File: config.mk
export PLATFORM = sky130hd
export DESIGN_NAME = positional_insert_remove_queue_core
export DESIGN_NICKNAME = d
export VERILOG_FILES = /design/src/pirq_pkg.sv /design/src/pirq_cell.sv /design/src/pirq_ctrl.sv /design/src/positional_insert_remove_queue_core.sv
export VERILOG_INCLUDE_DIRS = /design/src /design/src/src
export SDC_FILE = /design/constraint.sdc
export NUM_CORES = 1
export LEC_CHECK = 0
export ABC_AREA = 1
export BUFFER_PORTS_ARGS = -buffer_cell sky130_fd_sc_hd__buf_4
export CORE_AREA = 2 2 341 309
export DETAILED_ROUTE_END_ITERATION = 6
export DIE_AREA = 0 0 343 311
export GPL_ROUTABILITY_DRIVEN = 0
export GPL_TIMING_DRIVEN = 0
export HOLD_SLACK_MARGIN = 0.03
export PLACE_DENSITY = 0.48
export SYNTH_ARGS = -nofsm -noshare
export SYNTH_HDL_FRONTEND = slang
export SYNTH_HIERARCHICAL = 1
export SYNTH_SLANG_ARGS = --single-unit
File: constraint.sdc
create_clock -name clk -period 23.4 [get_ports clk]
set_input_delay 2.34 -clock clk [delete_from_list [all_inputs] [get_ports clk]]
set_output_delay 2.34 -clock clk [all_outputs]
set_load 0.005 [all_outputs]
File: src/positional_insert_remove_queue_core_defines.svh
// ----------------------------------------------------------------------------
// Assertion macros for the positional insert/remove queue
// Each macro checks a property on clk. With ASSERT_OFF defined, the macros
// expand to nothing.
// ----------------------------------------------------------------------------
`ifndef POSITIONAL_INSERT_REMOVE_QUEUE_CORE_DEFINES_SVH
`define POSITIONAL_INSERT_REMOVE_QUEUE_CORE_DEFINES_SVH

`ifndef ASSERT_OFF
// This check is suspended while arst_n is low.
`define PIRQ_ASSERT(lbl, prop, msg) \
	lbl: assert property (@(posedge clk) disable iff (!arst_n) (prop)) else $error(msg);
// This check also holds while reset is asserted.
`define PIRQ_ASSERT_ALWAYS(lbl, prop, msg) \
	lbl: assert property (@(posedge clk) (prop)) else $error(msg);
`else
`define PIRQ_ASSERT(lbl, prop, msg)
`define PIRQ_ASSERT_ALWAYS(lbl, prop, msg)
`endif

`endif

File: src/pirq_pkg.sv
// ----------------------------------------------------------------------------
// pirq_pkg
// Operation codes, status codes, field widths and the command that is
// broadcast to every storage cell of the queue.
// ----------------------------------------------------------------------------
`default_nettype none

package pirq_pkg;

	localparam int FUNC_W = 3;
	localparam int POS_W  = 16;
	localparam int VAL_W  = 32;
	localparam int STAT_W = 2;
	localparam int OCC_W  = 5;

	localparam logic [FUNC_W-1:0] FN_ENQ = 3'd0;
	localparam logic [FUNC_W-1:0] FN_DEQ = 3'd1;
	localparam logic [FUNC_W-1:0] FN_INS = 3'd2;
	localparam logic [FUNC_W-1:0] FN_REM = 3'd3;
	localparam logic [FUNC_W-1:0] FN_CLR = 3'd4;

	localparam logic [STAT_W-1:0] ST_DONE  = 2'd0;
	localparam logic [STAT_W-1:0] ST_EMPTY = 2'd1;
	localparam logic [STAT_W-1:0] ST_FULL  = 2'd2;
	localparam logic [STAT_W-1:0] ST_RANGE = 2'd3;

	// Command seen by all cells in the same cycle.
	typedef struct packed {
		logic             ins;
		logic             rem;
		logic [POS_W-1:0] at;
		logic [VAL_W-1:0] value;
	} cell_cmd_t;

endpackage

`default_nettype wire

File: src/pirq_cell.sv
// ----------------------------------------------------------------------------
// pirq_cell
// One storage cell of the queue. On an insert it loads the new value at the
// insert point or takes its left neighbor's value behind it; on a remove it
// takes its right neighbor's value from the removal point on.
// ----------------------------------------------------------------------------
`default_nettype none

module pirq_cell #(
	parameter int IDX = 0
) (
	input  wire                          clk,
	input  pirq_pkg::cell_cmd_t          cmd,
	input  wire  [pirq_pkg::VAL_W-1:0]   left_data,
	input  wire  [pirq_pkg::VAL_W-1:0]   right_data,
	output logic [pirq_pkg::VAL_W-1:0]   data
);
	import pirq_pkg::*;

	localparam logic [POS_W-1:0] MY_IDX = POS_W'(IDX);

	logic [VAL_W-1:0] data_q;

	always_ff @(posedge clk) begin
		if (cmd.ins) begin
			if (MY_IDX == cmd.at) begin
				data_q <= cmd.value;
			end else if (MY_IDX > cmd.at) begin
				data_q <= left_data;
			end
		end else if (cmd.rem) begin
			if (MY_IDX >= cmd.at) begin
				data_q <= right_data;
			end
		end
	end

	assign data = data_q;

endmodule

`default_nettype wire

File: src/pirq_ctrl.sv
// ----------------------------------------------------------------------------
// pirq_ctrl
// Decodes one operation against the entry count, keeps the count, and
// builds the shift command for the cell row and the result status.
// ----------------------------------------------------------------------------
`default_nettype none

`include "positional_insert_remove_queue_core_defines.svh"

module pirq_ctrl #(
	parameter int DEPTH = 16,
	parameter int CW    = 5
) (
	input  wire                            clk,
	input  wire                            arst_n,
	input  wire                            fire,
	input  wire  [pirq_pkg::FUNC_W-1:0]    func,
	input  wire  [pirq_pkg::POS_W-1:0]     position,
	input  wire  [pirq_pkg::VAL_W-1:0]     entry_value,
	output pirq_pkg::cell_cmd_t            cmd,
	output logic                           take_front,
	output logic [pirq_pkg::STAT_W-1:0]    status,
	output logic [pirq_pkg::OCC_W-1:0]     occupancy
);
	import pirq_pkg::*;

	logic [CW-1:0]    count_q;
	logic [CW-1:0]    count_d;
	logic [POS_W-1:0] cnt_pos;
	logic [POS_W-1:0] ins_at;
	logic             pos_neg;
	logic             full;
	logic             empty;
	logic             do_ins;
	logic             do_rem;
	logic [POS_W-1:0] at;

	assign cnt_pos = POS_W'(count_q);
	assign pos_neg = position[POS_W-1];
	assign full    = (count_q == CW'(DEPTH));
	assign empty   = (count_q == '0);

	// A negative position goes to the front, a position past the end is
	// clamped to the count.
	assign ins_at = pos_neg ? '0 : ((position > cnt_pos) ? cnt_pos : position);

	always_comb begin
		do_ins     = 1'b0;
		do_rem     = 1'b0;
		at         = '0;
		take_front = 1'b0;
		status     = ST_DONE;
		count_d    = count_q;
		unique case (func)
			FN_ENQ: begin
				if (full) begin
					status = ST_FULL;
				end else begin
					do_ins  = 1'b1;
					at      = cnt_pos;
					count_d = count_q + 1'b1;
				end
			end
			FN_DEQ: begin
				if (empty) begin
					status = ST_EMPTY;
				end else begin
					do_rem     = 1'b1;
					take_front = 1'b1;
					count_d    = count_q - 1'b1;
				end
			end
			FN_INS: begin
				if (full) begin
					status = ST_FULL;
				end else begin
					do_ins  = 1'b1;
					at      = ins_at;
					count_d = count_q + 1'b1;
				end
			end
			FN_REM: begin
				if (pos_neg || position >= cnt_pos) begin
					status = ST_RANGE;
				end else begin
					do_rem  = 1'b1;
					at      = position;
					count_d = count_q - 1'b1;
				end
			end
			FN_CLR: begin
				count_d = '0;
			end
			default: begin
			end
		endcase
	end

	assign cmd.ins   = fire & do_ins;
	assign cmd.rem   = fire & do_rem;
	assign cmd.at    = at;
	assign cmd.value = entry_value;

	assign occupancy = OCC_W'(count_d);

	always_ff @(posedge clk or negedge arst_n) begin
		if (!arst_n) begin
			count_q <= '0;
		end else if (fire) begin
			count_q <= count_d;
		end
	end

	`PIRQ_ASSERT(a_count_bound, count_q <= CW'(DEPTH), "entry count above depth")
	`PIRQ_ASSERT(a_one_shift, !(cmd.ins && cmd.rem), "insert and remove in one cycle")
	`PIRQ_ASSERT(a_clear_empties, fire && func == FN_CLR |=> count_q == '0, "clear left entries")
	`PIRQ_ASSERT(a_full_holds, fire && status == ST_FULL |=> $stable(count_q), "full reject moved count")

endmodule

`default_nettype wire

File: src/positional_insert_remove_queue_core.sv
// ----------------------------------------------------------------------------
// positional_insert_remove_queue_core
// Bounded ordered queue of signed 32-bit values with enqueue, dequeue,
// insert and remove at a position, and clear, built as a row of cells.
// ----------------------------------------------------------------------------
//  Channel  | Direction | tdata fields (low bit first)
//  s_axis   | in        | func[2:0], position[18:3], entry_value[50:19]
//  m_axis   | out       | result_value[31:0], status[33:32], occupancy[38:34]
//
// All cells shift in parallel in the cycle an item is accepted, so an insert
// or remove at any position costs the same.
// The result sits in an output register; a new item is accepted whenever
// that register is empty or is being drained in the same cycle.
// Reset clears the entry count and the output valid; cell contents are not
// cleared and are never read before they are written.
// ----------------------------------------------------------------------------
`default_nettype none

module positional_insert_remove_queue_core #(
	parameter int DEPTH = 16
) (
	input  wire         clk,
	input  wire         arst_n,
	input  wire         s_axis_tvalid,
	output logic        s_axis_tready,
	input  wire  [55:0] s_axis_tdata,  // func, position, entry_value, zero pad
	output logic        m_axis_tvalid,
	input  wire         m_axis_tready,
	output logic [39:0] m_axis_tdata   // result_value, status, occupancy
);
	import pirq_pkg::*;

	localparam int CW = $clog2(DEPTH + 1);
	localparam int OUT_W = VAL_W + STAT_W + OCC_W;

	logic                fire;
	logic [FUNC_W-1:0]   func;
	logic [POS_W-1:0]    position;
	logic [VAL_W-1:0]    entry_value;
	cell_cmd_t           cmd;
	logic                take_front;
	logic [STAT_W-1:0]   status;
	logic [OCC_W-1:0]    occupancy;
	logic [VAL_W-1:0]    cell_data [DEPTH];
	logic [VAL_W-1:0]    result_value;
	logic                out_valid_q;
	logic [OUT_W-1:0]    out_data_q;

	assign func        = s_axis_tdata[FUNC_W-1:0];
	assign position    = s_axis_tdata[FUNC_W +: POS_W];
	assign entry_value = s_axis_tdata[FUNC_W+POS_W +: VAL_W];

	assign s_axis_tready = !out_valid_q || m_axis_tready;
	assign fire          = s_axis_tvalid && s_axis_tready;

	pirq_ctrl #(
		.DEPTH (DEPTH),
		.CW    (CW)
	) u_ctrl (
		.clk         (clk),
		.arst_n      (arst_n),
		.fire        (fire),
		.func        (func),
		.position    (position),
		.entry_value (entry_value),
		.cmd         (cmd),
		.take_front  (take_front),
		.status      (status),
		.occupancy   (occupancy)
	);

	for (genvar i = 0; i < DEPTH; i++) begin : g_cell
		logic [VAL_W-1:0] left_data;
		logic [VAL_W-1:0] right_data;

		if (i == 0) begin : g_first
			assign left_data = '0;
		end else begin : g_inner_l
			assign left_data = cell_data[i-1];
		end

		if (i == DEPTH - 1) begin : g_last
			assign right_data = '0;
		end else begin : g_inner_r
			assign right_data = cell_data[i+1];
		end

		pirq_cell #(
			.IDX (i)
		) u_cell (
			.clk        (clk),
			.cmd        (cmd),
			.left_data  (left_data),
			.right_data (right_data),
			.data       (cell_data[i])
		);
	end

	// The front cell still holds the dequeued value during the accept cycle.
	assign result_value = take_front ? cell_data[0] : '0;

	always_ff @(posedge clk or negedge arst_n) begin
		if (!arst_n) begin
			out_valid_q <= 1'b0;
		end else if (fire) begin
			out_valid_q <= 1'b1;
		end else if (m_axis_tready) begin
			out_valid_q <= 1'b0;
		end
	end

	always_ff @(posedge clk) begin
		if (fire) begin
			out_data_q <= {occupancy, status, result_value};
		end
	end

	assign m_axis_tvalid = out_valid_q;
	assign m_axis_tdata  = {{(40 - OUT_W){1'b0}}, out_data_q};

endmodule

`default_nettype wire
== Yosys cells after proc, flatten, opt, wreduce, memory -nomap -nowiden ==
Cells that the tools add are included.
Cells by class
  bitwise logic cells: 2
  reduce and logical (&&, ||, !) cells: 42
  order comparisons: 34
  mux-type cells: 102
  equality and inequality tests: 36
  add/subtract/negate cells: 2
Operators by type and width (number)
  $mux W32: 80
  $eq A4 B16 Y1 const A: 8
  $ge A4 B16 Y1 const A: 8
  $gt A4 B16 Y1 const A: 8
  $eq A3 B16 Y1 const A: 4
  $ge A3 B16 Y1 const A: 4
  $gt A3 B16 Y1 const A: 4
  $mux W16: 3
  $ne A3 B1 Y1 const B: 16
  $pmux W16 S3: 1
  $reduce_and A3 Y1: 16
  $reduce_bool A2 Y1: 18
  $eq A2 B16 Y1 const A: 2
  $ge A1 B16 Y1 const A: 2
  $ge A2 B16 Y1 const A: 2
  $gt A1 B16 Y1 const A: 2
  $gt A2 B16 Y1 const A: 2
  $mux W5: 4
  $pmux W5 S4: 1
  $eq A1 B16 Y1 const A: 1
  $ge A16 B5 Y1: 1
  $gt A16 B5 Y1: 1
  $logic_not A16 Y1: 1
  $mux W15: 1
  other kinds (17): 28
Word-level totals
  word-level logic and storage cells: 238
  register bits after elaboration: 557
  output and inout port bits: 42
  input bits: 60

== Depth between registers and ports, before layout ==
Gate-level depths: netlist of run 1.
  depth in word-level cells: 9
  gate-level depth with buffers: 24
  mapped depth without buffers: 23

== Hierarchy ==
The synthesis of run 1 kept the hierarchy.
By module, submodules not included
  pirq_cell (g_cell[1].u_cell ...): area each 2090.8 um^2, cells each 292, sequential area each 960.9 um^2, times used 3
  pirq_cell (g_cell[10].u_cell): area each 2115.8 um^2, cells each 295, sequential area each 960.9 um^2, times used 1
  pirq_cell (g_cell[6].u_cell): area each 2099.5 um^2, cells each 293, sequential area each 960.9 um^2, times used 1
  pirq_cell (g_cell[8].u_cell): area each 2097.0 um^2, cells each 292, sequential area each 960.9 um^2, times used 1
  pirq_cell (g_cell[4].u_cell): area each 2095.8 um^2, cells each 293, sequential area each 960.9 um^2, times used 1
  pirq_cell (g_cell[14].u_cell): area each 2094.5 um^2, cells each 294, sequential area each 960.9 um^2, times used 1
  pirq_cell (g_cell[11].u_cell): area each 2092.0 um^2, cells each 292, sequential area each 960.9 um^2, times used 1
  pirq_cell (g_cell[15].u_cell): area each 2087.0 um^2, cells each 292, sequential area each 960.9 um^2, times used 1
  pirq_cell (g_cell[3].u_cell): area each 2084.5 um^2, cells each 291, sequential area each 960.9 um^2, times used 1
  pirq_cell (g_cell[12].u_cell): area each 2082.0 um^2, cells each 292, sequential area each 960.9 um^2, times used 1
  pirq_cell (g_cell[0].u_cell): area each 2077.0 um^2, cells each 290, sequential area each 960.9 um^2, times used 1
  pirq_cell (g_cell[13].u_cell): area each 2014.4 um^2, cells each 264, sequential area each 960.9 um^2, times used 1
  pirq_cell (g_cell[5].u_cell): area each 1964.4 um^2, cells each 269, sequential area each 960.9 um^2, times used 1
  pirq_cell (g_cell[9].u_cell): area each 1940.6 um^2, cells each 262, sequential area each 960.9 um^2, times used 1
  +2 rows

== Worst setup path before layout of run 1 ==
No wires, ideal clock.
  path kind: input port to flip-flop
  start: input s_axis_tvalid
  end: register g_cell[12].u_cell.data_q[0] (enable)
  arrival: 9.318 ns
  setup time: 0.513 ns
  path buffers: 1
  setup slack: 13.569 ns
  data required time: 22.887 ns
  cell stages on the path: 7
  path through: inv_1 a21oi_1 inv_1 nor2_1 clkbuf_1 nor2_1 nor4b_1
RTL lines
  start, declared: RTL line positional_insert_remove_queue_core.sv:24  | input wire s_axis_tvalid,
  end signal, assigned: RTL line pirq_cell.sv:27  | data_q <= cmd.value;
  end signal, assigned: RTL line pirq_cell.sv:29  | data_q <= left_data;
  end signal, assigned: RTL line pirq_cell.sv:33  | data_q <= right_data;
  end, declared: RTL line pirq_cell.sv:22  | logic [VAL_W-1:0] data_q;

==> results.json, run 1 <==
{
  "status": "complete, no violations",
  "antenna_found_initial": 1,
  "ctsHoldBuffers": 0,
  "synth_area_leaders": "edfxtp_1 46%, nand2_1 20%, nand3_1 13%",
  "root_buffer": "clkbuf_16",
  "vias": 28070,
  "drtIter0Drc": 1665,
  "reg2reg_from": "u_ctrl/count_q[4]",
  "synth_cells": 4922,
  "via_per_inst": 4.260,
  "drtAntennaViolNets": 0,
  "slew-limit-headroom_pct": 18.95,
  "arrival_ps": 6100,
  "rsz0062_at_grt": "no",
  "layoutNonFillerInstCount": 6589,
  "die_x_um": 343,
  "hpwl_um": 76830,
  "grt.total_usage_pct": 17.78,
  "finalSetupViolations": 0,
  "row_count": 112,
  "fmax_mhz": 169.8,
  "ios": 102,
  "grt_max_degree": 33,
  "holdPathStages": 2,
  "maxCapViolCount": 0,
  "grt_pass1_vias": 28080,
  "synth_top_cell_by_area": "edfxtp_1",
  "end_kind": "register",
  "syn_area_um2": 35930,
  "worstPathMaxFanout": 32,
  "start_util_pct": 34.84,
  "cts.reportedPaths.clkPinSlew_ps": 60,
  "portBuffers": 63,
  "muxShareOfSynthArea_pct": 0,
  "hold_slack_ps": 515.9,
  "die-height_um": 311,
  "synth-simple-area-share_pct": 37.07,
  "cts.sinks": 557,
  "core-area_um2": 103100,
  "cts_setup_buffers": 0,
  "crit-reg2reg-capture": "g_cell[11].u_cell/data[5]",
  "hold_start": "g_cell[15].u_cell/data[11]",
  "power_density_nw_per_um2": 57.50,
  "ys_seq_elements": 557,
  "final_common_cell": "nand2_1",
  "dominantRegCellSynth": "edfxtp_1",
  "tns_ps": 0,
  "crit_type": "input port to register",
  "die_area_um2": 106700,
  "cts_buffers": 70,
  "clkLatencyLatePin_ps": 620,
  "clock_path_buffers": 3,
  "hold_end": "g_cell[14].u_cell/data[11]",
  "syn_avg_cell_area_um2": 7.300,
  "grt_pass1_wl_um": 154000,
  "finalClockSkew_ps": 20.79,
  "ys_async_sr_fraction_pct": 1.077,
  "synth_top_family_by_area": "simple AND/OR/NAND/NOR gates",
  "netlist.area_leader.share_pct": 46.05,
  "synth_compound_area_share_pct": 0.4596,
  "synth_edf_count": 551,
  "cp.required_ps": 23610,
  "leakage_nw": 21.02,
  "avgRoutedWirePerCell_um": 14.30,
  "r2r_slack_ps": 18680,
  "grt_remaining_overflow": 0,
  "seq_area_frac_synth_pct": 46.47,
  "reg2regPathDepth": 17,
  "finalHoldViolCount": 0,
  "synth_xor_xnor_area_share_pct": 0.09750,
  "drive_gt1_share_pct": 9.636,
  "cts_tree": "yes",
  "drt_wl_total_um": 94220,
  "post-route-period-util_pct": 25.17,
  "ys_types": 42,
  "synth_adder_area_share_pct": 0.2786,
  "period_needed_ps": 5890,
  "power_w": 0.002357,
  "ctsResizeCount": 0,
  "dp_cells": 6465,
  "tightestPinTransition_ps": 1216,
  "ir_drop_mv": 0.04629,
  "start_kind": "input port",
  "dr.pass1.iters": 5,
  "layout_common_cells": "1901 x nand2_1, 943 x nand3_1, 921 x inv_1",
  "drv_slew": 0,
  "area_delta_synth_final_pct": 14.09,
  "nets": 5237,
  "n_fill_cell": 11010,
  "htree_levels": 3,
  "yosysWarnings": 6,
  "hp-class": "register to register",
  "route.detailed.drc": 0
}
==> per-layer routing <==
metal  global-route usage, %  part of all wire (%)
met2                   29.77                    46
met4                   4.536                   2.3
met1                   24.31                    49
met5                       0                     0
met3                   2.077                   3.3
==> area by class of cell <==
type	count	area, µm²	share of cell area, %
Sequential cell	557	16700	40.73
Multi-Input combinational cell	3205	14010	34.18
Inverter	929	3490	8.513
Buffer	305	2120	5.170
Clock buffer	91	1894	4.621
Tap cell	1368	1712	4.175
Timing Repair Buffer	101	817.0	1.993
Clock inverter	32	249.0	0.6074
Antenna cell	1	2.502	0.006104
==> through the flow <==
step	setup slack [ps]	utilization [%]	cell area, µm²
3_5_place_dp	16850	37.66	38850
3_3_place_gp	9409	37.23	38390
4_1_cts	17520	39.74	40990
2_1_floorplan	13570	-	36210
6_report	17510	39.75	40990
5_1_grt	17120	39.75	40990
==> Yosys cell counts, drive strengths merged (2+ instances only) <==
| cell type | n |
|---|---|
| nand4 | 8 |
| buf | 232 |
| nand3 | 950 |
| conb | 2 |
| xor2 | 2 |
| nand2 | 1924 |
| dfrtp | 6 |
| o21ai | 11 |
| ha | 8 |
| xnor2 | 2 |
| nor4 | 7 |
| a21oi | 8 |
| inv | 929 |
| o211ai | 3 |
| nor2 | 190 |
| edfxtp | 551 |
| nor3 | 7 |
| clkbuf | 73 |
==> worst max-delay path, cell delays in order <==
cell	delay, ps
buf_4	110
ha_1	280
nand2_1	50
inv_1	60
nand2_1	50
nor2_1	120
nand2_1	260
nand4_1	280
nand2_2	120
nand2_1	70
nand2_1	540
nor2_1	260
nand2_1	110
nor2_4	210
buf_4	220
o211a_1	980
==> how the worst max path moves through the flow <==
stage,slack (ps),startpoint,end
3_3_place_gp,9410,s_axis_tvalid,g_cell[1].u_cell/data[19]
3_5_place_dp,16850,s_axis_tdata[6],g_cell[7].u_cell/data[16]
6_report,17510,s_axis_tdata[6],g_cell[11].u_cell/data[5]
4_1_cts,17520,s_axis_tdata[6],g_cell[7].u_cell/data[18]
2_1_floorplan,13570,s_axis_tvalid,g_cell[12].u_cell/data[0]
5_1_grt,17120,s_axis_tdata[6],g_cell[11].u_cell/data[5]
==> registers in the layout (all words and copies together) (netlist names) <==
| signal | cells |
|---|---|
| u_ctrl/count_q | 5 |
| g_cell.u_cell/data | 512 |
| out_data_q | 39 |
| m_axis_tvalid | 1 |
==> report_power, final <==
group	leakage, nW	internal (W)	total [W]	switching (W)
combinational	14.9	0.0000713	0.000218	0.000147
clock	1.05	0.000603	0.00103	0.000428
sequential	5.07	0.00110	0.00111	0.00000647
total	21.0	0.00178	0.00236	0.000581
==> cells by family (layout without fill, tap and decap cells) <==
logic type                 Yosys count  after routing
DFF                                557            557
adders and majority gates            8              8
buffers and inverters             1234           1458
AOI/OAI and AO/OA                   28             28
and+or+nand+nor                   3089           3089
xor gates and xnor gates             4              4
other                                2             77
Power figures use the tool's default switching activity.
==> run 2, diff against run 1 <==
Clock period 23.4 ns to 5.8 ns, I/O delays scaled along.
==> results.json, run 2 (same netlist as run 1, synthesis figures left out) <==
{
  "htree_levels": 3,
  "antennaDiodeCount": 0,
  "cts.reportedPaths.clkPinSlew_ps": 60,
  "hp-class": "input port to register",
  "via_per_inst": 4.296,
  "clkLatencyLatePin_ps": 620,
  "slew-limit-headroom_pct": 20.30,
  "area_delta_synth_final_pct": 14.10,
  "root_buffer": "clkbuf_16",
  "status": "complete, no violations",
  "layoutNonFillerInstCount": 6575,
  "post-route-period-util_pct": 81.75,
  "drtIter0Drc": 1727,
  "cts_tree": "yes",
  "clock_path_buffers": 3,
  "route.detailed.drc": 0,
  "worstPathCellList": "inv_1, ha_1, nand2_1, inv_1, nand2_1, nor2_1, nand2_1, nand4_1, nand2_2, nand2_1, nand2_1, nor2_1, nand2_1, nor2_4, buf_4, o211a_1",
  "cts.sinks": 557,
  "grt.total_usage_pct": 17.87,
  "path_buf_inv": 3,
  "finalWorstSetupSlack_ps": 1059,
  "drv_slew": 0,
  "cts_setup_buffers": 0,
  "power_density_nw_per_um2": 230.4,
  "finalSetupViolations": 0,
  "drtAntennaViolNets": 0,
  "dp_cells": 6451,
  "drive_gt1_share_pct": 9.468,
  "final_common_cell": "nand2_1",
  "period_needed_ps": 4741,
  "start_util_pct": 34.84,
  "dr.pass1.iters": 6,
  "fmax_mhz": 210.9,
  "die_x_um": 343,
  "multiInputGateArea_um2": 14090,
  "hold_slack_ps": 207.7,
  "worstPathMaxFanout": 32,
  "die_area_um2": 106700,
  "row_count": 112,
  "hpwl_um": 76760,
  "end_kind": "register",
  "grt_pass1_wl_um": 155000,
  "max_stage_delay_ps": 970,
  "cp.required_ps": 6020,
  "hold_start": "s_axis_tvalid",
  "rsz0062_at_grt": "no",
  "grt_pass1_vias": 28300,
  "ir_drop_mv": 0.1678,
  "portBuffers": 63,
  "tns_ps": 0,
  "finalClockSkew_ps": 15.68,
  "ios": 102,
  "reg2reg_from": "u_ctrl/count_q[1]",
  "grt_remaining_overflow": 0,
  "grt_max_degree": 33,
  "vias": 28250,
  "arrival_ps": 4960,
  "drt_wl_total_um": 94950,
  "largest_reg_flops": 512,
  "antenna_found_initial": 0,
  "leakage_nw": 21.04,
  "finalHoldViolCount": 0,
  "cts_buffers": 70,
  "crit_type": "register to register",
  "maxCapViolCount": 0,
  "core-area_um2": 103100,
  "cp_top_family": "simple AND/OR/NAND/NOR gates",
  "regArea_um2": 16700,
  "cp_common_cell": "nand2_1",
  "start_kind": "register",
  "avgRoutedWirePerCell_um": 14.44,
  "n_fill_cell": 11000,
  "startpoint": "u_ctrl/count_q[1]",
  "cpMaxStageDelayCell": "o211a_1",
  "die-height_um": 311,
  "layout_common_cells": "1901 x nand2_1, 943 x nand3_1, 921 x inv_1",
  "dpl_worst_slack_ps": 1016,
  "nets": 5224,
  "tightestPinTransition_ps": 1196
}
[run 2: routing by layer]
metal	GRT usage, %	share of wire, %	vias up
li1	-	-	15630
met1	24.49	48	12020
met2	29.87	46	477
met3	1.937	3.4	117
met4	4.813	2.4	0
met5	0	0	-
[run 2: worst paths after layout]
check	slack, ps	endpoint	depth (start not counted)
max	1060	g_cell[11].u_cell/data[2]	16
min	210	m_axis_tvalid	3
max reg2reg	1060	g_cell[11].u_cell/data[2]	16
min reg2reg	510	g_cell[14].u_cell/data[31]	2
max in group asynchronous	5360	u_ctrl/count_q[3]	2
min in group asynchronous	320	m_axis_tvalid	2
[run 2: tightest hold or removal path, stage by stage]
cell,delay [ps]
buf_4,80
inv_1,60
nand2_1,70
[run 2: cell type report]
cell class	instances	share of cell area, %
inverters	929	8.512
clock inverters	34	0.5036
flip-flops and latches	557	40.73
clock buffers	89	4.599
well taps	1368	4.175
multi-input cells	3205	34.37
repair buffers	88	1.947
plain buffers	305	5.170
[run 2: metrics by stage]
stage               power [W]  area, µm²  util [%]
floorplan            0.005173      36270         -
detailed placement   0.005436      38890     37.71
global route         0.009881      41000     39.75
global placement     0.005413      38450     37.28
finish               0.009447      41000     39.75
CTS                  0.009599      41000     39.75
[run 2: repair_timing]
action | 4_1_cts | 5_1_grt
resized for setup | 0 | 0
hold buffers | 1 | 0
endpoints found under the setup margin | 0 | 0
hold endpoints to repair | 6 | 0
[run 2: power breakdown]
part	internal [W]	total, W	switching, W
Sequential	0.00445	0.00447	0.0000285
Combinational	0.000288	0.000888	0.000600
Clock	0.00234	0.00408	0.00175
Total	0.00707	0.00945	0.00237
